### config.mk
export PLATFORM = sky130hd
export DESIGN_NAME = bsc_mul
export DESIGN_NICKNAME = d
export VERILOG_FILES = /design/src/sv/bsc_pkg.sv /design/src/sv/bsc_mul.sv
export SDC_FILE = /design/constraint.sdc
export NUM_CORES = 2
export LEC_CHECK = 0
export BUFFER_PORTS_ARGS = -buffer_cell sky130_fd_sc_hd__buf_4
export CAP_MARGIN = 20
export CORE_ASPECT_RATIO = 1.2
export CORE_UTILIZATION = 59
export DETAILED_ROUTE_END_ITERATION = 8
export GPL_ROUTABILITY_DRIVEN = 0
export PLACE_DENSITY = 0.8
export SYNTH_ARGS = -nofsm -noshare
export SYNTH_HDL_FRONTEND = slang
export SYNTH_SLANG_ARGS = --single-unit
### constraint.sdc
create_clock -name aclk -period 9.5 [get_ports aclk]
set_input_delay 1.9 -clock aclk [delete_from_list [all_inputs] [get_ports aclk]]
set_output_delay 1.9 -clock aclk [all_outputs]
set_load 0.005 [all_outputs]
### src/sv/bsc_pkg.sv
// package with shared types and constants for the barometric compensation block
package bsc_pkg;

    localparam int CfgIdxW   = 2;
    localparam int CfgDataW  = 48;
    localparam int InDataW   = 24;
    localparam int OutDataW  = 40;
    localparam int DivW      = 64;

    localparam logic [CfgIdxW-1:0] REG_TEMP    = 2'd0;
    localparam logic [CfgIdxW-1:0] REG_PRESS_A = 2'd1;
    localparam logic [CfgIdxW-1:0] REG_PRESS_B = 2'd2;
    localparam logic [CfgIdxW-1:0] REG_PRESS_C = 2'd3;

    localparam logic [63:0] FINE_OFFSET = 64'd128000;
    localparam logic [63:0] RAW_FULL    = 64'd1048576;
    localparam logic [63:0] PRESS_SCALE = 64'd3125;
    localparam logic [31:0] TEMP_ROUND  = 32'd128;

    typedef enum logic [4:0] {
        ST_IDLE,
        ST_T0, ST_T1, ST_T2, ST_T3, ST_T4,
        ST_P0, ST_P1, ST_P2, ST_P3, ST_P4, ST_P5, ST_P6, ST_P7, ST_P8,
        ST_DIV_START, ST_DIV_WAIT,
        ST_Q0, ST_Q1, ST_Q2, ST_Q3, ST_Q4,
        ST_OUT
    } bsc_state_t;

    typedef struct packed {
        logic start;
        logic neg;
    } div_ctl_t;

endpackage

### src/sv/bsc_mul.sv
// shared 64-bit wrapping multiplier built from 32x32 partial products over cycles
module bsc_mul
    import bsc_pkg::*;
(
    input  logic        aclk,
    input  logic        aresetn,
    input  logic        start,
    input  logic [63:0] op_a,
    input  logic [63:0] op_b,
    output logic        done,
    output logic [63:0] prod
);
    logic [1:0]  step_reg, step_next;
    logic        busy_reg, busy_next;
    logic [63:0] a_reg, b_reg, acc_reg, acc_next;
    logic [31:0] ma, mb;
    logic [63:0] pp_reg;
    logic [1:0]  pstep_reg;
    logic        pvalid_reg;
    logic        done_reg;

    always_comb begin
        case (step_reg)
            2'd0: begin ma = a_reg[31:0];  mb = b_reg[31:0];  end
            2'd1: begin ma = a_reg[63:32]; mb = b_reg[31:0];  end
            2'd2: begin ma = a_reg[31:0];  mb = b_reg[63:32]; end
            default: begin ma = '0; mb = '0; end
        endcase
    end

    always_ff @(posedge aclk) begin
        pp_reg <= {32'd0, ma} * {32'd0, mb};
        if (start) begin
            a_reg <= op_a;
            b_reg <= op_b;
        end
        acc_reg <= acc_next;
    end

    always_comb begin
        acc_next = acc_reg;
        if (start) begin
            acc_next = '0;
        end else if (pvalid_reg) begin
            case (pstep_reg)
                2'd0: acc_next = acc_reg + pp_reg;
                default: acc_next = acc_reg + {pp_reg[31:0], 32'd0};
            endcase
        end
        busy_next = busy_reg;
        step_next = step_reg;
        if (start) begin
            busy_next = 1'b1;
            step_next = 2'd0;
        end else if (busy_reg) begin
            if (step_reg == 2'd2) busy_next = 1'b0;
            else step_next = step_reg + 2'd1;
        end
    end

    always_ff @(posedge aclk) begin
        if (!aresetn) begin
            busy_reg   <= 1'b0;
            step_reg   <= '0;
            pvalid_reg <= 1'b0;
            pstep_reg  <= '0;
            done_reg   <= 1'b0;
        end else begin
            busy_reg   <= busy_next;
            step_reg   <= step_next;
            pvalid_reg <= busy_reg;
            pstep_reg  <= step_reg;
            done_reg   <= pvalid_reg && pstep_reg == 2'd2 && !start;
        end
    end

    assign done = done_reg;
    assign prod = acc_reg;
endmodule

==> out/results.ini <==
[run_status]
status = finished clean

[worst_setup_path]
slowest_delay_ns = 0.53
endpoint_kind = flop
critPathRequiredTime_ns = 10.00
startpoint_type = flop
crit_start = step_reg[0]
worstPathMaxFanout = 27
cpMaxStageDelayCell = fa_1
crit_family = adder cells
r2r-start = step_reg[0]
worstSetupPathType = reg2reg
cp_data_arrival_time_ns = 9.73
critPathMostFrequentCell = fa_1
crit_buf_inv = 7

[detailed_routing]
drc = 0
vias_per_cell = 6.164
vias = 38660
ant_nets = 0
drt_iter0_markers = 4249
wire_per_inst_um = 24.32
routed_wl_um = 152500
drt_first_pass_iters = 8

[timing]
setup_ws_ns = 0.2682
fmax_ghz = 0.1083
slew_viol_final = 0
tightest_slew_ns = 1.009
setup_viol = 0
fin_setup_tns_ns = 0
skew_ns = 0.03253
fin_crit_ns = 9.232
relSlewSlack_pct = 32.50
rsz0062_at_grt = false
hold_viol = 0
fin_crit_sh_pct = 97.18

[hold_path]
holdCritStartpoint = prod[8]
hold_class = reg2reg

[logic_synthesis]
yosysWarnings = 0
synthMostInstantiatedCell = fa_1
async_flop_share_pct = 0
synth.distinct_cells = 83
synth_area_leaders = fa_1, ha_1, edfxtp_1, inv_1, nor2_1
syn_area_mm2 = 0.04607
synth_common_cells = fa_1, inv_1, nor2_1
synth_area_leader_cell = fa_1
seq_area_frac_synth_pct = 14.21
synth_edf_count = 128
synthesis.nets = 6535
ys_seq_elements = 263
syn_inst = 5145
postSynthAreaPerCell_um2 = 8.954
synth_top_area_share_pct = 39.02
ys.flop_type = dfxtp_1

[place]
port_buffers = 195
place_ws_ns = 0.3421
dp_hpwl_um = 118400

[run]
max-cap-violations = 0

[floorplan]
io_pins = 196
die-area_mm2 = 0.07921
die_w_um = 257.1
row_count = 111
die_h_um = 308.1
core_area_mm2 = 0.07680
start_util_pct = 59.98

[clock_tree]
cts.sinks = 263
root_buffer = clkbuf_16
cts_tree = yes
postCtsHoldBufs = 0
path_clk_slew_ns = 0.06
htreeDepth = 1
ctsLongestPathBuffers = 3
cts_buffers = 29
clk_latency_ns = 0.60

[global_route]
grt_usage_pct = 39.05
grt_pass1_vias = 40060
grt.overflow.total = 0
antenna_found_initial = 6
grt_pass1_wl_um = 230200
grt_max_degree = 75

[final_layout]
fillers = 6002
layout.area.seq_mm2 = 0.006548
drive_gt1_share_pct = 8.681
fin_nets = 6621
multi_input_area_mm2 = 0.03523
areaGrowthSynthToFinish_pct = 8.509

## path summary, 6_finish.rpt
kind | end | slack, ns | cells after the start
min reg2reg | prod[8] | 0.48 | 2
min | prod[8] | 0.48 | 2
max | pp_reg[58] | 0.27 | 30
max reg2reg | pp_reg[58] | 0.27 | 30
## final cells by class
cell class	instances	area share [%]
timing repair buffer	339	5.284
clock inverter	7	0.2203
inverter	878	6.593
multi-input combinational	3720	70.47
clock buffer	46	1.780
antenna	2	0.01001
tap	1017	2.545
sequential	263	13.10
## cell families after synthesis
group                      Yosys count  share of synthesized area [%]
xor gates and xnor gates           136                          2.586
muxes                                7                         0.1602
AOI/OAI and AO/OA                  718                          10.29
and+or+nand+nor                   1600                          14.45
buffers and inverters             1162                          9.479
DFF                                263                          14.21
adders and majority gates         1259                          48.83
## stage by stage
stage | std cells | cell area (um^2) | util [%] | hold WS [ns]
after floorplan | 5145 | 46070 | - | 0.4169
after global placement | 6212 | 48900 | 63.66 | 0.4645
after detailed placement | 6212 | 48900 | 63.66 | 0.4716
after CTS | 6265 | 49900 | 64.97 | 0.4813
after global routing | 6271 | 49990 | 65.08 | 0.4963
final | 6272 | 49990 | 65.09 | 0.4818
## what timing repair did
action | CTS | global route
setup buffers | 0 | 0
endpoints found under the setup margin | 0 | 6
resized for setup | 0 | 7
## layout by cell type, fill, tap and decap left out, types with 28 or more instances in the layout
cell | Yosys | final
edfxtp_1 | 128 | 128
or2_2 | 34 | 33
xnor2_1 | 77 | 77
nand3_1 | 32 | 32
nand2_1 | 563 | 563
nor2_1 | 776 | 775
a21oi_1 | 215 | 215
inv_1 | 877 | 877
a22oi_1 | 66 | 55
clkbuf_16 | 0 | 29
a211oi_1 | 30 | 30
xor2_1 | 59 | 59
a21o_1 | 90 | 90
fa_1 | 898 | 898
ha_1 | 361 | 359
o21bai_1 | 30 | 30
dfxtp_1 | 135 | 134
o21ai_0 | 108 | 108
a22o_1 | 30 | 30
o21a_1 | 28 | 28
nand4_1 | 41 | 41
buf_4 | 0 | 324
## routing by layer
metal | track usage, % | part of all wire, % | vias up
li1 | - | - | 16270
met1 | 44.23 | 33 | 18570
met2 | 59.82 | 43 | 2915
met3 | 15.47 | 14 | 893
met4 | 28.41 | 10 | 10
met5 | 1.420 | 0.14 | -
## worst min-delay path: cells and delay by family, from the launching register on
family	cells	cell delay (ns)
flops	1	0.33
simple gates	1	0.06
compound gates	1	0.05
Power is left out: the tool's default activity adds up to more than one toggle a clock period on the data nets, which glitch-free logic cannot reach.
