File: src/sv/bsc_pkg.sv
// package with shared types and constants for the barometric compensation block
package bsc_pkg;

    localparam int CfgIdxW   = 2;
    localparam int CfgDataW  = 48;
    localparam int InDataW   = 24;
    localparam int OutDataW  = 40;
    localparam int DivW      = 64;

    localparam logic [CfgIdxW-1:0] REG_TEMP    = 2'd0;
    localparam logic [CfgIdxW-1:0] REG_PRESS_A = 2'd1;
    localparam logic [CfgIdxW-1:0] REG_PRESS_B = 2'd2;
    localparam logic [CfgIdxW-1:0] REG_PRESS_C = 2'd3;

    localparam logic [63:0] FINE_OFFSET = 64'd128000;
    localparam logic [63:0] RAW_FULL    = 64'd1048576;
    localparam logic [63:0] PRESS_SCALE = 64'd3125;
    localparam logic [31:0] TEMP_ROUND  = 32'd128;

    typedef enum logic [4:0] {
        ST_IDLE,
        ST_T0, ST_T1, ST_T2, ST_T3, ST_T4,
        ST_P0, ST_P1, ST_P2, ST_P3, ST_P4, ST_P5, ST_P6, ST_P7, ST_P8,
        ST_DIV_START, ST_DIV_WAIT,
        ST_Q0, ST_Q1, ST_Q2, ST_Q3, ST_Q4,
        ST_OUT
    } bsc_state_t;

    typedef struct packed {
        logic start;
        logic neg;
    } div_ctl_t;

endpackage

File: src/sv/bsc_div.sv
// radix-2 restoring divider for 64-bit magnitudes, one bit a cycle
module bsc_div
    import bsc_pkg::*;
(
    input  logic            aclk,
    input  logic            aresetn,
    input  logic            start,
    input  logic [DivW-1:0] num,
    input  logic [DivW-1:0] den,
    output logic            done,
    output logic [DivW-1:0] quot
);
    localparam int CntW = $clog2(DivW + 1);
    logic [CntW-1:0] cnt_reg, cnt_next;
    logic [DivW-1:0] q_reg, q_next, d_reg;
    logic [DivW:0]   r_reg, r_next, trial;
    logic            busy_reg, busy_next;

    always_comb begin
        trial = {r_reg[DivW-1:0], q_reg[DivW-1]} - {1'b0, d_reg};
        r_next = r_reg;
        q_next = q_reg;
        cnt_next = cnt_reg;
        busy_next = busy_reg;
        if (start) begin
            r_next = '0;
            q_next = num;
            cnt_next = CntW'(DivW);
            busy_next = 1'b1;
        end else if (busy_reg) begin
            if (trial[DivW]) begin
                r_next = {r_reg[DivW-1:0], q_reg[DivW-1]};
                q_next = {q_reg[DivW-2:0], 1'b0};
            end else begin
                r_next = trial;
                q_next = {q_reg[DivW-2:0], 1'b1};
            end
            cnt_next = cnt_reg - CntW'(1);
            if (cnt_reg == CntW'(1)) busy_next = 1'b0;
        end
    end

    always_ff @(posedge aclk) begin
        r_reg <= r_next;
        q_reg <= q_next;
        if (start) d_reg <= den;
    end

    always_ff @(posedge aclk) begin
        if (!aresetn) begin
            busy_reg <= 1'b0;
            cnt_reg  <= '0;
        end else begin
            busy_reg <= busy_next;
            cnt_reg  <= cnt_next;
        end
    end

    logic busy_d_reg;
    always_ff @(posedge aclk) begin
        if (!aresetn) busy_d_reg <= 1'b0;
        else busy_d_reg <= busy_reg;
    end

    assign done = busy_d_reg && !busy_reg;
    assign quot = q_reg;
endmodule

File: config.mk
export PLATFORM = sky130hd
export DESIGN_NAME = bsc_div
export DESIGN_NICKNAME = d
export VERILOG_FILES = /design/src/sv/bsc_pkg.sv /design/src/sv/bsc_div.sv
export SDC_FILE = /design/constraint.sdc
export NUM_CORES = 1
export LEC_CHECK = 0
export BUFFER_PORTS_ARGS = -buffer_cell sky130_fd_sc_hd__buf_4
export CORE_UTILIZATION = 40
export DETAILED_ROUTE_END_ITERATION = 8
export PLACE_DENSITY = 0.68
export SETUP_SLACK_MARGIN = 0.05
export SYNTH_ARGS = -nofsm -noshare
export SYNTH_HDL_FRONTEND = slang
export SYNTH_SLANG_ARGS = --single-unit
File: constraint.sdc
create_clock -name aclk -period 6 [get_ports aclk]
set_input_delay 1.8 -clock aclk [delete_from_list [all_inputs] [get_ports aclk]]
set_output_delay 1.8 -clock aclk [all_outputs]
set_load 0.05 [all_outputs]
==> results of run 1 <==
## through the flow
stage          cell area [um2]  power [mW]  std cells  worst slack, ns  utilization
6_report                 14410       4.378       1802            1.586       0.4993
3_5_place_dp             13580       2.881       1756            1.528       0.4705
3_3_place_gp             13580       2.867       1756            1.710       0.4705
5_1_grt                  14410       4.597       1802            1.214       0.4993
2_1_floorplan            11810       2.545       1234            2.006            -
4_1_cts                  14410       4.426       1802            1.524       0.4993
## worst min path at each step
stage,depth (start not counted),to,from
floorplan,2,r_reg[27],r_reg[27]
CTS,2,r_reg[43],r_reg[43]
global placement,2,r_reg[52],r_reg[52]
detailed placement,2,r_reg[43],r_reg[43]
finish,2,r_reg[43],r_reg[43]
global route,1,r_reg[51],r_reg[51]
## final cells by class
class / count / share of cell area
Clock buffer: 31 / 0.04707
Tap cell: 384 / 0.03335
Clock inverter: 15 / 0.01051
Sequential cell: 201 / 0.3685
Inverter: 83 / 0.02162
Timing Repair Buffer: 203 / 0.1060
Multi-Input combinational cell: 885 / 0.4129
## layer usage
metal  up-vias  routed length (um)  track usage
met2       351               13620       0.3202
met5         -                   0            0
met3        50                2443      0.05855
li1       4814                   -            -
met1      4516               13100       0.2482
met4         0                 876      0.05921
## where the power goes
part | internal (mW) | switching, mW | leakage (nW)
clock network | 0.895 | 0.624 | 0.407
registers | 1.61 | 0.0818 | 1.87
logic | 0.444 | 0.718 | 3.71
## cell usage after synthesis, types with 14 or more instances
master	number	share of area
o21ai_0	50	0.021
xor2_1	30	0.022
inv_1	83	0.026
a311oi_1	51	0.038
xnor2_1	34	0.025
o211ai_1	14	0.0089
a21o_1	23	0.015
nor3_1	16	0.0068
mux2_2	63	0.060
nand3_1	24	0.010
a21oi_1	71	0.030
dfxtp_1	73	0.12
nand2_1	178	0.057
clkbuf_1	52	0.017
ha_1	66	0.070
edfxtp_1	128	0.33
nor2_1	105	0.033
## cell families after synthesis
| kind of cell | synth area share |
|---|---|
| XOR/XNOR | 0.04745 |
| multiplexers | 0.06938 |
| buffers and inverters | 0.04947 |
| flip-flops | 0.4491 |
| AND/OR/NAND/NOR | 0.1489 |
| adder cells (fa/ha/maj) | 0.07160 |
| AO/OA/AOI/OAI | 0.1641 |
## critical path, stage by stage (launching register included)
cell and delay [ns]:
edfxtp_1 0.33, inv_1 0.04, ha_1 0.42, nand2_1 0.15, or3_1 0.39, or3_1 0.38, a21oi_1 0.19, a221o_2 0.24
a31oi_2 0.19, o31ai_4 0.51, xor2_4 0.68, buf_4 0.41, nand2_1 0.10, a311oi_1 0.27
==> flow_metrics.tcl, run 1 <==
set metrics [dict create \
    tns_ns 0 \
    syn_nets 1432 \
    crit_required_ns 6.44 \
    holdWs_ns 0.4845 \
    slew_violations 0 \
    grt-ovfl-total 0 \
    syn_area_per_cell_um2 9.573 \
    worst-setup-path-type "flop to flop" \
    area_delta_synth_final_pct 21.97 \
    clock_latency_ns 0.55 \
    arrival_ns 4.85 \
    start_util 0.4093 \
    grt_start_max_net_pins 86 \
    grt_pass1_vias 9522 \
    grt_first_pass_wirelength_mm 48.36 \
    cp-startpoint "d_reg[18]" \
    cts_tree "done" \
    fill_cells 2700 \
    core-area_um2 28860 \
    seq_area_um2 5309 \
    fmax_ghz 0.2266 \
    final_cell_mix "buf_4, nand2_1, edfxtp_1, nor2_1, inv_1" \
    cts_buffers 25 \
    cts_setup_buffers 0 \
    tightest_slew_ns 1.024 \
    drt-total-wl_mm 30.04 \
    nets 1597 \
    wl_per_cell_um 16.67 \
    rows 62 \
    multiInputGateArea_um2 5949 \
    cp-end-kind "flop" \
    h-tree-depth 1 \
    clkSinkCount 201 \
    drtIter0Drc 560 \
    grt_usage 0.1958 \
    pwr_density_cell_nw_per_um2 303.8 \
    reg2reg_slack_ns 1.59 \
    endpoint "r_reg[14]" \
    clock_path_buffers 3 \
    yosysSeqAreaShare 0.4491 \
    async_flop_share 0 \
    fin_worst_skew_ns 0.01993 \
    dpl.hpwl_mm 21.70 \
    synth_edf_count 128 \
    period_share 0.7356 \
    synth_cell_types 61 \
    r2r_start "d_reg[18]" \
    ioPinCount 196 \
    root_buffer "clkbuf_16" \
    reg2reg_depth 13 \
    drive_gt1_frac 0.2250 \
    first_pass_iters 5 \
    drc_errors 0 \
    antennaDiodeCount 0 \
    routed-via-count 9731 \
    synthCells 1234 \
    fp.dieH_um 173.8 \
    period_needed_ns 4.414 \
    cts-resized-gates 0 \
    dieArea_um2 30220 \
    rsz0062_at_grt "no" \
    synth_seq_cells 201 \
    die_w_um 173.8 \
    setup_viol_count_final 0 \
    critPathLaunchType "flop" \
    leakagePower_nw 5.992 \
    io_buffers 195 \
    antenna_found_initial 0 \
    clkTransAtPathRegs_ns 0.06 \
    synthFlopType "edfxtp_1" \
    gp_routability_congestion 0.8794 \
    vdd_ir_drop_max_v 0.0002076 \
    r2r_end "r_reg[14]" \
    ant_nets 0 \
    final_common_cell "buf_4" \
    relSlewSlack 0.3172 \
    yosysWarnings 0 \
    outcome "complete, no violations" \
    finalHoldViolCount 0 \
    cap_violations 0 \
    viasPerCell 5.400 \
    worstPathMaxFanout 28 \
    hold_path_class "flop to flop" \
    postCtsHoldBufs 0 \
    syn_area_um2 11810 \
]
Power figures use the tool's default switching activity.
==> run 2: changes to the inputs <==
- clock period: 6 -> 4.3 ns (I/O delays scaled with it)
==> run 2 against run 1 <==
Compared with the run above:
- critical path depth increased by 1
- final area fell by 0.17%
- non-clock buffer count grew 5
- utilization down 0.087 points
- wire length is 1.6% higher
- combinational power up 41%
- maximum frequency is 10% higher
- count of clock-buffer cells in the layout stayed put
- worst setup slack got worse by 1.3 ns
- power is 36% higher
- via count shrank 0.18%
- final cell count grew 0.33%
==> flow_metrics.tcl, run 2 (synthesis results as in run 1) <==
set metrics [dict create \
    reg2reg_depth 14 \
    core-area_um2 28860 \
    cp-end-kind "flop" \
    clock_path_buffers 3 \
    postCtsHoldBufs 0 \
    first_pass_iters 5 \
    arrival_ns 4.44 \
    drive_gt1_frac 0.2242 \
    fin_area_um2 14380 \
    period_share 0.9325 \
    critPathLaunchType "flop" \
    drt-met1-wl_mm 13.29 \
    total_power_mw 5.945 \
    grt_usage 0.1991 \
    antenna_found_initial 1 \
    tightest_slew_ns 0.8512 \
    fill_cells 2726 \
    wl_met2_mm 13.95 \
    dp_cells 1761 \
    clkSinkCount 201 \
    relSlewSlack 0.4325 \
    leakagePower_nw 5.984 \
    final_cell_mix "buf_4, nand2_1, edfxtp_1, nor2_1, inv_1" \
    worst-setup-path-type "flop to flop" \
    rows 62 \
    hold_end "r_reg[47]" \
    multiInputGateArea_um2 5949 \
    root_buffer "clkbuf_16" \
    top_layer "met4" \
    grt_pass1_vias 9694 \
    seq_area_um2 5309 \
    crit_required_ns 4.73 \
    r2r_end "r_reg[42]" \
    grt_start_max_net_pins 73 \
    cap_violations 0 \
    worstHoldStart "r_reg[47]" \
    worstPathMaxFanout 18 \
    rsz0062_at_grt "no" \
    fin_cells 1808 \
    gp_routability_congestion 0.9128 \
    dpl.hpwl_mm 22.02 \
    slew_violations 0 \
    worstHoldPathCells 2 \
    hold_path_class "flop to flop" \
    cts_buffers 25 \
    fp.dieH_um 173.8 \
    outcome "complete, no violations" \
    drtIter0Drc 494 \
    pwr_density_cell_nw_per_um2 413.3 \
    io_buffers 195 \
    setup_ws_ns 0.2903 \
    grt-ovfl-total 0 \
    fmax_ghz 0.2494 \
    ioPinCount 196 \
    cts-resized-gates 0 \
    final_common_cell "buf_4" \
    grt_first_pass_wirelength_mm 49.07 \
    dieArea_um2 30220 \
    nets 1602 \
    ant_nets 0 \
    h-tree-depth 1 \
    holdWs_ns 0.4893 \
    clock_latency_ns 0.54 \
    finalHoldViolCount 0 \
    r2r_start "d_reg[18]" \
    post_dp_cell_area_um2 13630 \
    start_util 0.4093 \
    cts_setup_buffers 0 \
    viasPerCell 5.372 \
    period_needed_ns 4.010 \
    reg2reg_slack_ns 0.29 \
    drt-total-wl_mm 30.51 \
    routed-via-count 9713 \
    wl_met3_mm 2.496 \
    die_w_um 173.8 \
    final_util 0.4984 \
    wl_per_cell_um 16.87 \
    clkTransAtPathRegs_ns 0.06 \
    drc_errors 0 \
    tns_ns 0 \
    setup_viol_count_final 0 \
    cts_tree "done" \
    fin_worst_skew_ns 0.01536 \
    place_ws_ns 0.3122 \
    area_delta_synth_final_pct 21.76 \
    vdd_ir_drop_max_v 0.0003467 \
]
-- run 2: metal layers --
metal / GRT usage / vias to the layer above
li1: - / 4832
met1: 0.2553 / 4497
met2: 0.3297 / 343
met3: 0.05504 / 41
met4: 0.05044 / 0
met5: 0 / -
-- run 2: worst max-delay path, stage by stage (launching register included) --
cell and delay [ns]:
edfxtp_1 0.32, inv_1 0.04, ha_1 0.41, nand2_1 0.13
or3_1 0.39, or3_1 0.38, a21oi_1 0.19, a221o_2 0.25
a31oi_2 0.20, o31ai_4 0.52, xnor2_2 0.17, buf_4 0.25
buf_4 0.27, nand2_1 0.08, a311oi_1 0.30
-- run 2: where the power goes --
group          internal [mW]  switching [mW]
registers               2.25           0.113
clock network           1.09           0.855
logic                  0.626            1.00
total                   3.97            1.97
-- run 2: layout make-up --
type,instances,share of cell area
Multi-Input combinational cell,885,0.4137
Sequential cell,201,0.3691
Timing Repair Buffer,208,0.1097
Clock buffer,31,0.04576
Tap cell,384,0.03341
Inverter,83,0.02166
Clock inverter,15,0.006525
Antenna cell,1,0.0001740
-- run 2: how the worst max path moves through the flow --
| stage | start | end | slack (ns) | depth (start not counted) |
|---|---|---|---|---|
| floorplan | quot[63] | r_reg[42] | 0.55 | 14 |
| global placement | d_reg[18] | r_reg[36] | 0.48 | 14 |
| detailed placement | d_reg[18] | r_reg[42] | 0.31 | 14 |
| CTS | d_reg[18] | r_reg[42] | 0.26 | 14 |
| global route | quot[63] | r_reg[44] | 0.06 | 15 |
| finish | d_reg[18] | r_reg[42] | 0.29 | 14 |
==> run 3: changes to the inputs <==
- PLACE_DENSITY: 0.68 -> 0.7
- REMOVE_ABC_BUFFERS: not set -> 1
- clock period: 4.3 -> 3.5 ns (I/O delays scaled with it)
==> run 3 against run 2 <==
Compared with the run above:
- register-to-register slack got worse by 0.15 ns
- combinational power increased by 40%
- sequential power increased by 23%
==> flow_metrics.tcl, run 3 (synthesis results as in run 1) <==
set metrics [dict create \
    outcome "complete, no violations" \
    io_buffers 195 \
    worstHoldPathCells 2 \
    wl_per_cell_um 16.98 \
    first_pass_iters 7 \
    rows 62 \
    start_util 0.4093 \
    relSlewSlack 0.2447 \
    drc_errors 0 \
    vdd_ir_drop_max_v 0.0003725 \
    cap_violations 0 \
    met3_usage 0.05132 \
    antenna_found_initial 0 \
    cts_buffers 24 \
    core-area_um2 28860 \
    clock_latency_ns 0.53 \
    tightest_slew_ns 1.129 \
    ant_nets 0 \
    worstPathMaxFanout 7 \
    grt_start_max_net_pins 79 \
    cp-end-kind "flop" \
    holdWs_ns 0.4859 \
    reg2reg_slack_ns 0.14 \
    routed-via-count 9915 \
    drt-total-wl_mm 31.58 \
    arrival_ns 3.74 \
    die_w_um 173.8 \
    fp.dieH_um 173.8 \
    hold_end "r_reg[52]" \
    critPathLaunchType "flop" \
    grt-ovfl-total 0 \
    cts_tree "done" \
    antennaDiodeCount 0 \
    grtUsageMet2 0.3335 \
    rsz0062_at_grt "yes" \
    setup_viol_count_final 0 \
    total_power_mw 7.635 \
    drtIter0Drc 590 \
    leakagePower_nw 6.333 \
    viasPerCell 5.331 \
    worstHoldStart "r_reg[52]" \
    grt_pass1_vias 10020 \
    root_buffer "clkbuf_16" \
    nets 1656 \
    dpl.hpwl_mm 22.15 \
    dieArea_um2 30220 \
    ioPinCount 196 \
    busiest_layer "met2" \
    gp_routability_congestion 0.9089 \
    drive_gt1_frac 0.2690 \
    fin_worst_skew_ns 0.01604 \
    final_common_cell "buf_4" \
    area_delta_synth_final_pct 28.20 \
    gr-usage-met1 0.2567 \
    period_needed_ns 3.362 \
    worst-setup-path-type "flop to flop" \
    h-tree-depth 1 \
    r2r_end "r_reg[22]" \
    grt_first_pass_wirelength_mm 49.85 \
    clock_path_buffers 3 \
    period_share 0.9606 \
    finalHoldViolCount 0 \
    grt_usage 0.2006 \
    r2r_start "d_reg[3]" \
    final_cell_mix "buf_4, nand2_1, edfxtp_1, nor2_1, inv_1" \
    reg2reg_depth 16 \
    clkSinkCount 201 \
    crit_required_ns 3.88 \
    pwr_density_cell_nw_per_um2 504.2 \
    slew_violations 0 \
    clkTransAtPathRegs_ns 0.06 \
    hold_path_class "flop to flop" \
    fmax_ghz 0.2974 \
]
==> run 3: cell count changes in the layout (fill, tap and decap cells not counted), moves of 4 or more <==
| cell | before | now |
|---|---|---|
| buf_12 | 1 | 5 |
| a311oi_2 | 0 | 7 |
| buf_4 | 206 | 247 |
| a21oi_2 | 0 | 4 |
| a21oi_1 | 71 | 66 |
| a311oi_1 | 51 | 44 |
| buf_6 | 1 | 5 |
==> run 3: critical path, stage by stage (launching register included) <==
cell and delay [ns]:
edfxtp_1 0.39, inv_2 0.10, ha_4 0.21, buf_6 0.11
o211ai_1 0.24, a21oi_4 0.06, o211ai_1 0.29, a21oi_2 0.11
a221o_2 0.40, a31oi_4 0.21, o31ai_4 0.07, buf_6 0.16
xor2_4 0.15, buf_12 0.17, clkbuf_16 0.16, nor3b_1 0.30
nor4_2 0.09
==> run 3: through the flow <==
stage                     TNS (ns)  instance area [um2]    util  worst slack [ns]  instances
final                            0                15140  0.5248            0.1378       1860
after global routing             0                15140  0.5248          0.008818       1860
after CTS                        0                14840  0.5141           0.07284       1851
after detailed placement    -1.668                14000  0.4850           -0.1238       1805
after global placement           0                14000  0.4850           0.04471       1805
after floorplan            -213.59                11540       -            -2.372       1169
==> run 3: repair_timing <==
item,4_1_cts,5_1_grt
gates cloned,1,5
hold buffers,0,0
pin swaps,1,10
gates resized for setup,7,30
endpoints found under the setup margin,63,64
setup buffers,1,4
hold endpoints to repair,0,0
==> run 3: worst max path at each step <==
| stage | to | slack, ns | cells after the start | from |
|---|---|---|---|---|
| final | r_reg[22] | 0.14 | 16 | d_reg[3] |
| after global routing | r_reg[18] | 0.009 | 15 | d_reg[3] |
| after CTS | r_reg[41] | 0.07 | 15 | d_reg[3] |
| after detailed placement | r_reg[18] | -0.12 | 14 | quot[63] |
| after global placement | r_reg[51] | 0.04 | 14 | quot[63] |
| after floorplan | r_reg[40] | -2.37 | 13 | quot[63] |
==> run 3: layout make-up <==
| type | count | area, um2 |
|---|---|---|
| fill | 2670 | 13710 |
| multi-input combinational | 885 | 6117 |
| sequential | 201 | 5309 |
| timing repair buffer | 263 | 2156 |
| clock buffer | 31 | 648.1 |
| tap | 384 | 480.5 |
| inverter | 83 | 311.5 |
| clock inverter | 13 | 121.4 |
==> run 3: report_power, final <==
group,switching [mW],total (mW),internal [mW]
combinational,1.33,2.28,0.949
sequential,0.144,2.91,2.77
clock,0.994,2.45,1.46
total,2.46,7.63,5.17
==> run 3: routing by layer <==
layer,share of wire,wire (um),vias up
li1,-,-,4926
met1,0.44,13760,4635
met2,0.46,14660,311
met3,0.077,2419,43
met4,0.024,745,0
met5,0,0,-
